===== config.mk =====
export PLATFORM = sky130hd
export DESIGN_NAME = timestamp_to_calendar_date
export DESIGN_NICKNAME = d
export VERILOG_FILES = /design/src/design/ttcd_pkg.sv /design/src/design/timestamp_to_calendar_date.sv /design/src/design/ttcd_seq.sv /design/src/design/ttcd_dp.sv
export VERILOG_INCLUDE_DIRS = /design/src /design/src/design
export SDC_FILE = /design/constraint.sdc
export NUM_CORES = 2
export LEC_CHECK = 0
export BUFFER_PORTS_ARGS = -buffer_cell sky130_fd_sc_hd__buf_2
export CAP_MARGIN = 20
export CORE_ASPECT_RATIO = 1.2
export CORE_MARGIN = 2
export CORE_UTILIZATION = 40
export CTS_CLUSTER_DIAMETER = 50
export DETAILED_ROUTE_END_ITERATION = 10
export GPL_TIMING_DRIVEN = 0
export PLACE_DENSITY = 0.6
export SYNTH_ARGS = -nofsm -noshare
export SYNTH_HDL_FRONTEND = slang
export SYNTH_SLANG_ARGS = --single-unit

===== constraint.sdc =====
create_clock -name clk -period 7.15 [get_ports clk]
set_input_delay 0.715 -clock clk [delete_from_list [all_inputs] [get_ports clk]]
set_output_delay 0.715 -clock clk [all_outputs]
set_load 0.005 [all_outputs]

===== src/design/timestamp_to_calendar_date_macros.svh =====
// Assertion macros for the timestamp to calendar date block
`ifndef TIMESTAMP_TO_CALENDAR_DATE_MACROS_SVH
`define TIMESTAMP_TO_CALENDAR_DATE_MACROS_SVH

`ifndef SYNTH
`define TTCD_ASSERT_RST(lbl, clk, rst, prop) \
  lbl: assert property (@(posedge clk) disable iff (rst) prop) \
    else $error("ttcd assertion failed");
`define TTCD_ASSERT(lbl, clk, prop) \
  lbl: assert property (@(posedge clk) prop) \
    else $error("ttcd assertion failed");
`else
`define TTCD_ASSERT_RST(lbl, clk, rst, prop)
`define TTCD_ASSERT(lbl, clk, prop)
`endif

`endif


===== src/design/ttcd_pkg.sv =====
// Shared types, constants and helper functions for the calendar date converter
package ttcd_pkg;

  typedef enum logic [3:0] {
    OP_BACK, OP_REM, OP_FIX, OP_DAYS, OP_SOD, OP_HOUR, OP_MREM, OP_MIN, OP_SEC,
    OP_YEAR, OP_MONTH, OP_DONE
  } op_t;
  typedef enum logic [1:0] {COND_NS_FIT, COND_YEAR_FIT, COND_MONTH_FIT, COND_ALWAYS} cond_t;

  typedef logic [3:0] step_t;

  localparam step_t STEP_BACK  = 4'd0;
  localparam step_t STEP_REM   = 4'd1;
  localparam step_t STEP_FIX   = 4'd2;
  localparam step_t STEP_DAYS  = 4'd3;
  localparam step_t STEP_SOD   = 4'd4;
  localparam step_t STEP_HOUR  = 4'd5;
  localparam step_t STEP_MREM  = 4'd6;
  localparam step_t STEP_MIN   = 4'd7;
  localparam step_t STEP_SEC   = 4'd8;
  localparam step_t STEP_YEAR  = 4'd9;
  localparam step_t STEP_MONTH = 4'd10;
  localparam step_t STEP_DONE  = 4'd11;

  typedef struct packed {
    op_t      op;
    cond_t    cond;
    step_t    exit_step;
  } ucode_t;

  typedef struct packed {
    logic   load;
    logic   run;
    ucode_t uc;
  } dp_ctrl_t;

  typedef struct packed {
    logic ns_fit;
    logic year_fit;
    logic month_fit;
  } dp_flags_t;

  localparam logic [29:0] NS_PER_SEC    = 30'd1000000000;
  // floor(2^61 / 1e9): seconds estimate from the upper timestamp word
  localparam logic [31:0] NS_RECIP      = 32'd2305843009;
  // 1e9 = 2^9 * 5^9
  localparam logic [20:0] NS_ODD        = 21'd1953125;
  // 86400 = 2^7 * 675, ceil(2^38 / 675) exact for 28-bit operands
  localparam logic [28:0] DAY_RECIP     = 29'd407226529;
  localparam logic [9:0]  DAY_ODD       = 10'd675;
  // 3600 = 2^4 * 225, ceil(2^21 / 225)
  localparam logic [13:0] HOUR_RECIP    = 14'd9321;
  localparam logic [11:0] SEC_PER_HOUR  = 12'd3600;
  // 60 = 2^2 * 15, ceil(2^14 / 15)
  localparam logic [10:0] MIN_RECIP     = 11'd1093;
  localparam logic [5:0]  SEC_PER_MIN   = 6'd60;
  localparam logic [11:0] EPOCH_YEAR    = 12'd1970;
  localparam logic [2:0]  EPOCH_WEEKDAY = 3'd3;
  localparam logic [1:0]  EPOCH_MOD4    = 2'd2;
  localparam logic [6:0]  EPOCH_MOD100  = 7'd70;
  localparam logic [8:0]  EPOCH_MOD400  = 9'd370;
  localparam logic [3:0]  MONTH_LAST    = 4'd11;
  localparam logic [3:0]  MONTH_FEB     = 4'd1;

  function automatic logic [4:0] month_len(input logic [3:0] m, input logic leap);
    case (m)
      4'd0, 4'd2, 4'd4, 4'd6, 4'd7, 4'd9, 4'd11: return 5'd31;
      4'd3, 4'd5, 4'd8, 4'd10:                   return 5'd30;
      MONTH_FEB:                                 return leap ? 5'd29 : 5'd28;
      default:                                   return 5'd31;
    endcase
  endfunction

  function automatic logic [2:0] mod7(input logic [5:0] v);
    logic [5:0] r;
    r = v;
    for (int i = 0; i < 5; i++) begin
      if (r >= 6'd7) r = r - 6'd7;
    end
    return r[2:0];
  endfunction

endpackage


===== src/design/timestamp_to_calendar_date.sv =====
// Steps: back-multiply, remainder, seconds fix (0..7 corrections), days, seconds of day,
//   hour, minute remainder, minute, second, a year step per year past 1970 (0..584),
//   a month step per whole month passed in the last year (0..11), then done.
// One item at a time; busy drops with the one-cycle strobe, so the next item can be accepted
//   at the edge ending the strobe cycle.
// Synchronous active-high reset idles the sequencer and clears done; no other state.
`include "timestamp_to_calendar_date_macros.svh"
module timestamp_to_calendar_date (
  input  logic        clk,
  input  logic        rst,
  input  logic        start,
  output logic        busy,
  input  logic [63:0] timestamp_ns,
  output logic        done,
  output logic [11:0] year_out,
  output logic [3:0]  month_index,
  output logic [4:0]  day_of_month,
  output logic [2:0]  weekday,
  output logic [4:0]  hour_out,
  output logic [5:0]  minute_out,
  output logic [5:0]  second_out,
  output logic [29:0] nanosecond_out
);
  import ttcd_pkg::*;

  dp_ctrl_t  ctrl;
  dp_flags_t flags;

  ttcd_seq u_seq (
    .clk   (clk),
    .rst   (rst),
    .start (start),
    .flags (flags),
    .busy  (busy),
    .ctrl  (ctrl)
  );

  ttcd_dp u_dp (
    .clk            (clk),
    .rst            (rst),
    .ctrl           (ctrl),
    .timestamp_ns   (timestamp_ns),
    .flags          (flags),
    .done           (done),
    .year_out       (year_out),
    .month_index    (month_index),
    .day_of_month   (day_of_month),
    .weekday        (weekday),
    .hour_out       (hour_out),
    .minute_out     (minute_out),
    .second_out     (second_out),
    .nanosecond_out (nanosecond_out)
  );

  `TTCD_ASSERT_RST(a_accept_busy, clk, rst, start && !busy |=> busy)
  `TTCD_ASSERT_RST(a_done_single, clk, rst, done |=> !done)
  `TTCD_ASSERT_RST(a_done_idle, clk, rst, done |-> !busy)
  `TTCD_ASSERT_RST(a_done_after_busy, clk, rst, done |-> $past(busy))

endmodule


===== src/design/ttcd_seq.sv =====
// Microcode sequencer: step counter, control store and jump logic
module ttcd_seq (
  input  logic                clk,
  input  logic                rst,
  input  logic                start,
  input  ttcd_pkg::dp_flags_t flags,
  output logic                busy,
  output ttcd_pkg::dp_ctrl_t  ctrl
);
  import ttcd_pkg::*;

  step_t  step;
  ucode_t uc;
  logic   cond_met;

  always_comb begin
    case (step)
      STEP_BACK:  uc = '{OP_BACK,  COND_ALWAYS,    STEP_REM};
      STEP_REM:   uc = '{OP_REM,   COND_ALWAYS,    STEP_FIX};
      STEP_FIX:   uc = '{OP_FIX,   COND_NS_FIT,    STEP_DAYS};
      STEP_DAYS:  uc = '{OP_DAYS,  COND_ALWAYS,    STEP_SOD};
      STEP_SOD:   uc = '{OP_SOD,   COND_ALWAYS,    STEP_HOUR};
      STEP_HOUR:  uc = '{OP_HOUR,  COND_ALWAYS,    STEP_MREM};
      STEP_MREM:  uc = '{OP_MREM,  COND_ALWAYS,    STEP_MIN};
      STEP_MIN:   uc = '{OP_MIN,   COND_ALWAYS,    STEP_SEC};
      STEP_SEC:   uc = '{OP_SEC,   COND_ALWAYS,    STEP_YEAR};
      STEP_YEAR:  uc = '{OP_YEAR,  COND_YEAR_FIT,  STEP_MONTH};
      STEP_MONTH: uc = '{OP_MONTH, COND_MONTH_FIT, STEP_DONE};
      STEP_DONE:  uc = '{OP_DONE,  COND_ALWAYS,    STEP_BACK};
      default:    uc = '{OP_DONE,  COND_ALWAYS,    STEP_BACK};
    endcase
  end

  always_comb begin
    case (uc.cond)
      COND_NS_FIT:    cond_met = flags.ns_fit;
      COND_YEAR_FIT:  cond_met = flags.year_fit;
      COND_MONTH_FIT: cond_met = flags.month_fit;
      COND_ALWAYS:    cond_met = 1'b1;
      default:        cond_met = 1'b1;
    endcase
  end

  always_ff @(posedge clk) begin
    if (rst) begin
      busy <= 1'b0;
      step <= STEP_BACK;
    end else if (start && !busy) begin
      busy <= 1'b1;
      step <= STEP_BACK;
    end else if (busy && cond_met) begin
      step <= uc.exit_step;
      if (uc.op == OP_DONE) busy <= 1'b0;
    end
  end

  assign ctrl.load = start && !busy;
  assign ctrl.run  = busy;
  assign ctrl.uc   = uc;

endmodule


===== src/design/ttcd_dp.sv =====
// Datapath: reciprocal splitting of the timestamp, year and month stepping, weekday tracking
module ttcd_dp (
  input  logic                clk,
  input  logic                rst,
  input  ttcd_pkg::dp_ctrl_t  ctrl,
  input  logic [63:0]         timestamp_ns,
  output ttcd_pkg::dp_flags_t flags,
  output logic                done,
  output logic [11:0]         year_out,
  output logic [3:0]          month_index,
  output logic [4:0]          day_of_month,
  output logic [2:0]          weekday,
  output logic [4:0]          hour_out,
  output logic [5:0]          minute_out,
  output logic [5:0]          second_out,
  output logic [29:0]         nanosecond_out
);
  import ttcd_pkg::*;

  logic [34:0] q;
  logic [35:0] ts_lo;
  logic [26:0] p;
  logic [35:0] r;
  logic [17:0] days;
  logic [16:0] sod;
  logic [11:0] rmin;
  logic [5:0]  sec;
  logic [5:0]  min;
  logic [4:0]  hr;
  logic [11:0] year;
  logic [1:0]  y4;
  logic [6:0]  y100;
  logic [8:0]  y400;
  logic [2:0]  wd;
  logic [3:0]  mon;

  logic [63:0] recip_prod;
  logic [26:0] back_prod;
  logic [56:0] day_prod;
  logic [27:0] day_back;
  logic [26:0] hour_prod;
  logic [16:0] hour_back;
  logic [20:0] min_prod;
  logic [11:0] min_back;
  logic        leap;
  logic [8:0]  ylen;
  logic [4:0]  mlen;
  logic [3:0]  wd_y;
  logic [3:0]  wd_m;
  logic [2:0]  wd_final;

  always_comb begin
    // seconds estimate, low by at most 7; the fix step corrects it
    recip_prod = {32'd0, timestamp_ns[63:32]} * {32'd0, NS_RECIP};
    // only the low 36 bits of estimate * 1e9 are needed for the remainder
    back_prod  = q[26:0] * {6'd0, NS_ODD};
    day_prod   = {29'd0, q[34:7]} * {28'd0, DAY_RECIP};
    day_back   = {10'd0, days} * {18'd0, DAY_ODD};
    hour_prod  = {14'd0, sod[16:4]} * {13'd0, HOUR_RECIP};
    hour_back  = {12'd0, hr} * {5'd0, SEC_PER_HOUR};
    min_prod   = {11'd0, rmin[11:2]} * {10'd0, MIN_RECIP};
    min_back   = {6'd0, min} * {6'd0, SEC_PER_MIN};

    leap = ((y4 == 2'd0) && (y100 != 7'd0)) || (y400 == 9'd0);
    ylen = leap ? 9'd366 : 9'd365;
    mlen = month_len(mon, leap);

    wd_y = {1'b0, wd} + (leap ? 4'd2 : 4'd1);
    if (wd_y >= 4'd7) wd_y = wd_y - 4'd7;
    wd_m = {1'b0, wd} + {2'b00, 2'(mlen - 5'd28)};
    if (wd_m >= 4'd7) wd_m = wd_m - 4'd7;
    wd_final = mod7({3'b000, wd} + {1'b0, days[4:0]});

    flags.ns_fit    = r < {6'd0, NS_PER_SEC};
    flags.year_fit  = days < {9'd0, ylen};
    flags.month_fit = (mon == MONTH_LAST) || (days < {13'd0, mlen});
  end

  always_ff @(posedge clk) begin
    if (ctrl.load) begin
      q     <= recip_prod[63:29];
      ts_lo <= timestamp_ns[35:0];
      year  <= EPOCH_YEAR;
      y4    <= EPOCH_MOD4;
      y100  <= EPOCH_MOD100;
      y400  <= EPOCH_MOD400;
      wd    <= EPOCH_WEEKDAY;
      mon   <= '0;
    end else if (ctrl.run) begin
      case (ctrl.uc.op)
        OP_BACK: p <= back_prod;
        OP_REM:  r <= ts_lo - {p, 9'd0};
        OP_FIX: begin
          if (!flags.ns_fit) begin
            r <= r - {6'd0, NS_PER_SEC};
            q <= q + 35'd1;
          end
        end
        OP_DAYS: days <= day_prod[55:38];
        OP_SOD:  sod  <= {10'(q[34:7] - day_back), q[6:0]};
        OP_HOUR: hr   <= hour_prod[25:21];
        OP_MREM: rmin <= 12'(sod - hour_back);
        OP_MIN:  min  <= min_prod[19:14];
        OP_SEC:  sec  <= 6'(rmin - min_back);
        OP_YEAR: begin
          if (!flags.year_fit) begin
            days <= days - {9'd0, ylen};
            year <= year + 12'd1;
            y4   <= y4 + 2'd1;
            y100 <= (y100 == 7'd99) ? 7'd0 : y100 + 7'd1;
            y400 <= (y400 == 9'd399) ? 9'd0 : y400 + 9'd1;
            wd   <= wd_y[2:0];
          end
        end
        OP_MONTH: begin
          if (!flags.month_fit) begin
            days <= days - {13'd0, mlen};
            mon  <= mon + 4'd1;
            wd   <= wd_m[2:0];
          end
        end
        OP_DONE: wd <= wd_final;
        default: wd <= wd;
      endcase
    end
  end

  always_ff @(posedge clk) begin
    if (rst) begin
      done <= 1'b0;
    end else begin
      done <= ctrl.run && (ctrl.uc.op == OP_DONE);
    end
  end

  assign year_out       = year;
  assign month_index    = mon;
  assign day_of_month   = days[4:0] + 5'd1;
  assign weekday        = wd;
  assign hour_out       = hr;
  assign minute_out     = min;
  assign second_out     = sec;
  assign nanosecond_out = r[29:0];

endmodule


### Word level (Yosys, flattened, before mapping)

Memory sizes are Yosys's and may differ from the RTL's. A register that Yosys moved wholly into a read port is not among the register bits.
Cells that the tools add are included.
W data, S select, Z words.

* register bits after elaboration: 241
* bits in latches: 0
* memory bits (writable): 0
* memory bits (read-only): 160
* bits of input ports: 67
* output and inout port bits: 73
* logic and storage cells: 157
* memories: 1

Memories
* (name not given): depth 16, width 10, read ports 1, clocked after Yosys merged registers in 1, wr ports 0, RTL line ttcd_seq.sv:17 `case (step)`

* add/sub/neg operators: 25
* multiply operators: 8
* div/mod/pow operators: 0
* order comparisons: 10
* eq/ne operators: 26
* shift operators: 0
* muxes and demuxes: 31
* bitwise logic cells: 3
* reduce and logical (&&, ||, !) cells: 34

Operator list (count)
* $mux W35: 4
* $pmux W36 S2: 1
* $mul A32 B32 Y64 const B: 1
* $mul A28 B29 Y56 const B: 1
* $pmux W18 S3: 1
* $lt A36 B30 Y1 const B: 1
* $mux W18: 2
* $mux W36: 1
* $sub A36 B30 Y36 const B: 1
* $sub A36 B36 Y36: 1
* $add A35 B1 Y35 const B: 1
* $ge A6 B3 Y1 const B: 5
* $eq A4 B4 Y1 const B: 7
* $mul A27 B21 Y27 const B: 1
* $reduce_and A3 Y1: 9
* $mul A13 B14 Y26 const B: 1
* $mux W6: 4
* $sub A6 B3 Y6 const B: 4
* $eq A4 B3 Y1 const B: 5
* $mul A10 B11 Y20 const B: 1
* $lt A18 B5 Y1: 1
* $lt A18 B9 Y1: 1
* $mul A18 B10 Y10 const B: 1
* $sub A18 B5 Y18: 1
* 48 further kinds: 81

### Longest topological paths before layout

* depth in word-level cells: 12
* mapped depth: 28
* mapped depth without buffers: 26

### Modules after synthesis

A second synthesis with hierarchy kept.

* cells, all modules: 4731
* area, all modules: 48173.7 sq um

By module, submodules not included
* ttcd_dp: times used 1, cells an instance 4668, area an instance 47515.6 sq um, seq. area each 6706.4 sq um
* ttcd_seq: times used 1, cells an instance 63, area an instance 658.1 sq um, seq. area each 300.3 sq um

### Least setup slack after synthesis

Ideal clock, no wire load.

* path kind: input -> register
* start: input port timestamp_ns[40]
* end: register u_dp.q[31], data pin
* setup time: 275 ps
* arrival: 7225 ps
* required time: 6875 ps
* setup slack: -350 ps
* stages: 25
* buffers on the path: 0
* cell sequence: fa_1 > fa_1 > fa_1 > fa_1 > inv_1 > fa_1 > inv_1 > ha_1 > inv_1 > fa_1 > inv_1 > ha_1 > ha_1 > and3_1 > a221oi_1 > nor2b_1 > a2111oi_0 > nor4_1 > nor4_1 > nor4_1 > o21ai_0 > nand2_1 > a21o_1 > a2111oi_0 > a311oi_1

* longest elaborated chain between the ends: 2

Ends and longest elaborated chain
* from (decl): RTL line timestamp_to_calendar_date.sv:13 `input logic [63:0] timestamp_ns,`
* $mul A32 B32 Y64: RTL line ttcd_dp.sv:54 `recip_prod = {32'd0, timestamp_ns[63:32]} * {32'd0, NS_RECIP};`
* $mux W35: RTL line ttcd_dp.sv:80 `if (ctrl.load) begin`
* to (signal assigned): RTL line ttcd_dp.sv:81 `q <= recip_prod[63:29];`
* to (signal assigned): RTL line ttcd_dp.sv:96 `q <= q + 35'd1;`
* to (decl): RTL line ttcd_dp.sv:20 `logic [34:0] q;`

Every way passes these cells.
A chain may end at the register's enable or synchronous reset.

### Worst setup path in the final report

* start: register u_dp.q[15]
* end: register u_dp.days[17], data pin

* longest elaborated chain between the ends: 2

Ends and longest elaborated chain
* $mul A28 B29 Y56: RTL line ttcd_dp.sv:57 `day_prod = {29'd0, q[34:7]} * {28'd0, DAY_RECIP};`
* $pmux W18 S3: RTL line ttcd_dp.sv:90 `case (ctrl.uc.op)`
* to (signal assigned): RTL line ttcd_dp.sv:99 `OP_DAYS: days <= day_prod[55:38];`
* to (signal assigned): RTL line ttcd_dp.sv:107 `days <= days - {9'd0, ylen};`
* to (signal assigned): RTL line ttcd_dp.sv:117 `days <= days - {13'd0, mlen};`
* to (decl): RTL line ttcd_dp.sv:24 `logic [17:0] days;`

Every way passes these cells.

==> results.sh <==
export IMPL_outcome="complete, no violations"
export IMPL_vias_per_cell=5.03
export IMPL_finalHoldViolations=0
export IMPL_tritoncts="done"
export IMPL_pre_cts_ws_ns=-1.50
export IMPL_fin_ws_ns=0.124
export IMPL_grt_max_degree=46
export IMPL_grt_util_all_layers=0.197
export IMPL_start_util=0.404
export IMPL_yosysWarnings=0
export IMPL_die_h_um=383
export IMPL_port_buffers=138
export IMPL_busiest_layer="met2"
export IMPL_clkSinkCount=251
export IMPL_grt_pass1_vias=35039
export IMPL_ys_top_cells_by_area="fa_1 29%, ha_1 27%, edfxtp_1 12%"
export IMPL_syn_inst=4658
export IMPL_yosysTopAreaCell="fa_1"
export IMPL_hold_buffers=0
export IMPL_critPathCaptureType="flip-flop"
export IMPL_min_path_type="input port to flip-flop"
export IMPL_drtAntennaViolNets=0
export IMPL_wire_per_inst_um=18.0
export IMPL_core_sq_um=118000
export IMPL_io_pins=140
export IMPL_clk_path_buf_depth=3
export IMPL_grt_pass1_wl_um=189000
export IMPL_critical_path_class="flip-flop to flip-flop"
export IMPL_yosysMostFrequentCell="inv_1"
export IMPL_yosysSeqAreaShare=0.147
export IMPL_utilization=0.454
export IMPL_synth_common_cells="1149 x inv_1, 1044 x ha_1, 693 x fa_1, 198 x edfxtp_1, 173 x nand2_1"
export IMPL_cts_root_buf="clkbuf_16"
export IMPL_final_setup_viol_count=0
export IMPL_cp_start_kind="flip-flop"
export IMPL_hold_worst_slack_ns=0.335
export IMPL_grt_util_met2=0.352
export IMPL_maxSlewViolCount=0
export IMPL_clk_latency_ns=0.56
export IMPL_dieArea_sq_um=122000
export IMPL_yosys_area_top_type_share=0.290
export IMPL_slowest_delay_ns=0.57
export IMPL_nets=6779
export IMPL_ys_flop_type="edfxtp_1"
export IMPL_cp_common_cell="inv_2"
export IMPL_rsz0062_at_grt="yes"
export IMPL_synth_edf_count=198
export IMPL_fin_crit_ns=7.03
export IMPL_drtIter0Drc=1532
export IMPL_diodes=0
export IMPL_met3_usage=0.0212
export IMPL_antenna_found_initial=1
export IMPL_dp_hpwl_um=97700
export IMPL_maxCapViolCount=0
export IMPL_clock_fmax_ghz=0.142
export IMPL_slew_headroom=0.208
export IMPL_cts_buffers=35
export IMPL_path_buf_inv=7
export IMPL_gp_congestion=0.891
export IMPL_area_growth_syn_to_layout_pct=12.3
export IMPL_syn_area_sq_um=47800
export IMPL_groute_layer_met1_usage=0.250
export IMPL_synth_seq_cells=251
export IMPL_async_flop_share=0
export IMPL_drc=0
export IMPL_worst_pin_slew_ns=1.19
export IMPL_synth_nets=6462
export IMPL_overflow=0
export IMPL_wl_um=118000
export IMPL_tns_ns=0
export IMPL_post_route_cells_drive_above_1_share=0.107
export IMPL_critPathArrivalTime_ns=7.45
export IMPL_rows=138
export IMPL_die_w_um=320
export IMPL_yosys_cell_types_count=94
export IMPL_syn_avg_cell_area_sq_um=10.3
export IMPL_cp_top_family="adder cells"
export IMPL_worst_ep_required_time_ns=7.58
export IMPL_clkTransAtPathRegs_ns=0.06
export IMPL_vias=32898
export IMPL_crit_slowest_cell="fa_2"
export IMPL_htreeDepth=2
export IMPL_clock_skew_ns=0.0200
export IMPL_dr_pass1_iters=5
export IMPL_post_route_period_util=0.983
export IMPL_path_max_fanout=5
-- through the flow --
step           cells  cell area (sq um)
6_report        6541              53700
5_1_grt         6541              53700
4_1_cts         6482              52700
3_5_place_dp    6348              50700
3_3_place_gp    6336              50500
2_1_floorplan   4658              47800
-- placed cells by master (no fill, tap or decap), types with 21 or more instances in the layout --
| cell | Yosys | final |
|---|---|---|
| a21o_1 | 59 | 59 |
| a21oi_1 | 141 | 133 |
| and3_1 | 23 | 21 |
| buf_2 | 3 | 110 |
| buf_4 | 32 | 164 |
| buf_6 | 2 | 22 |
| clkbuf_1 | 38 | 43 |
| clkbuf_16 | 0 | 37 |
| dfxtp_1 | 53 | 52 |
| edfxtp_1 | 198 | 198 |
| fa_1 | 693 | 657 |
| fa_2 | 0 | 36 |
| ha_1 | 1044 | 1019 |
| inv_1 | 1149 | 1139 |
| nand2_1 | 173 | 173 |
| nand2b_1 | 28 | 28 |
| nand3_1 | 50 | 50 |
| nand4_1 | 30 | 30 |
| nor2_1 | 132 | 132 |
| nor2b_1 | 28 | 27 |
| nor3_1 | 55 | 52 |
| o21a_1 | 23 | 23 |
| o21ai_0 | 137 | 129 |
| or3_1 | 24 | 24 |
| xnor2_1 | 163 | 161 |
| xor2_1 | 80 | 79 |
-- worst register-to-register path, stage by stage, from the launching register on --
cell      delay [ns]
edfxtp_1        0.42
buf_8           0.16
fa_2            0.57
inv_2           0.04
fa_2            0.52
inv_2           0.04
ha_4            0.23
fa_1            0.45
fa_1            0.54
inv_2           0.04
fa_1            0.51
inv_2           0.04
fa_2            0.45
ha_4            0.17
a21o_1          0.17
a21o_1          0.16
a21oi_2         0.16
buf_4           0.13
o211ai_1        0.09
a21oi_2         0.13
buf_6           0.15
nor4b_4         0.06
o31a_1          0.33
a31oi_4         0.24
o211ai_1        0.17
o31a_1          0.32
or4_1           0.53
nand3_1         0.07
-- timing repair --
action	4_1_cts	5_1_grt
pin swaps	38	107
setup buffers	72	59
setup endpoints to repair	45	28
resized for setup	83	131
-- sequential cells by signal, indices dropped and copies added, names as in the netlist, 6 cells and up --
name / cells
u_dp.r: 36
u_dp.minute_out: 6
u_dp.days: 18
u_dp.ts_lo: 36
u_dp.second_out: 6
u_seq.uc: 10
u_dp.p: 27
u_dp.y100: 7
u_dp.year_out: 12
u_dp.rmin: 12
u_dp.q: 35
u_dp.sod: 17
u_dp.y400: 9
-- final timing paths --
check | startpoint | endpoint | slack, ns | cells past startpoint
min reg2reg | u_dp.rmin[1] | u_dp.second_out[1] | 0.42 | 0
max reg2reg | u_dp.q[15] | u_dp.days[17] | 0.12 | 27
max | u_dp.q[15] | u_dp.days[17] | 0.12 | 27
min | timestamp_ns[28] | u_dp.ts_lo[28] | 0.34 | 1
-- per-layer routing --
| layer | vias up | share of wire |
|---|---|---|
| met5 | - | 0.00011 |
| met3 | 174 | 0.041 |
| met2 | 630 | 0.49 |
| met1 | 16255 | 0.44 |
| li1 | 15837 | - |
| met4 | 2 | 0.032 |
-- cell families (layout without fill, tap and decap cells) --
kind of cell / count (synthesis) / in the layout / synth area share
simple gates: 617 / 617 / 0.0636
flops: 251 / 251 / 0.147
buf+inv: 1228 / 1571 / 0.0993
xor+xnor: 243 / 243 / 0.0445
mux: 19 / 19 / 0.00408
compound gates: 563 / 563 / 0.0784
fa+ha+maj: 1737 / 1737 / 0.563
-- area by class of cell --
cell class / count / area, sq um
Inverter: 1150 / 4320
Sequential cell: 251 / 7010
Tap cell: 1540 / 1930
Multi-Input combinational cell: 3179 / 36700
Clock buffer: 49 / 1010
Fill cell: 11205 / 64600
Clock inverter: 14 / 150
Timing Repair Buffer: 282 / 2170
Buffer: 76 / 428
Power is left out: the tool's default activity adds up to more than one toggle a clock period on the data nets, which glitch-free logic cannot reach.
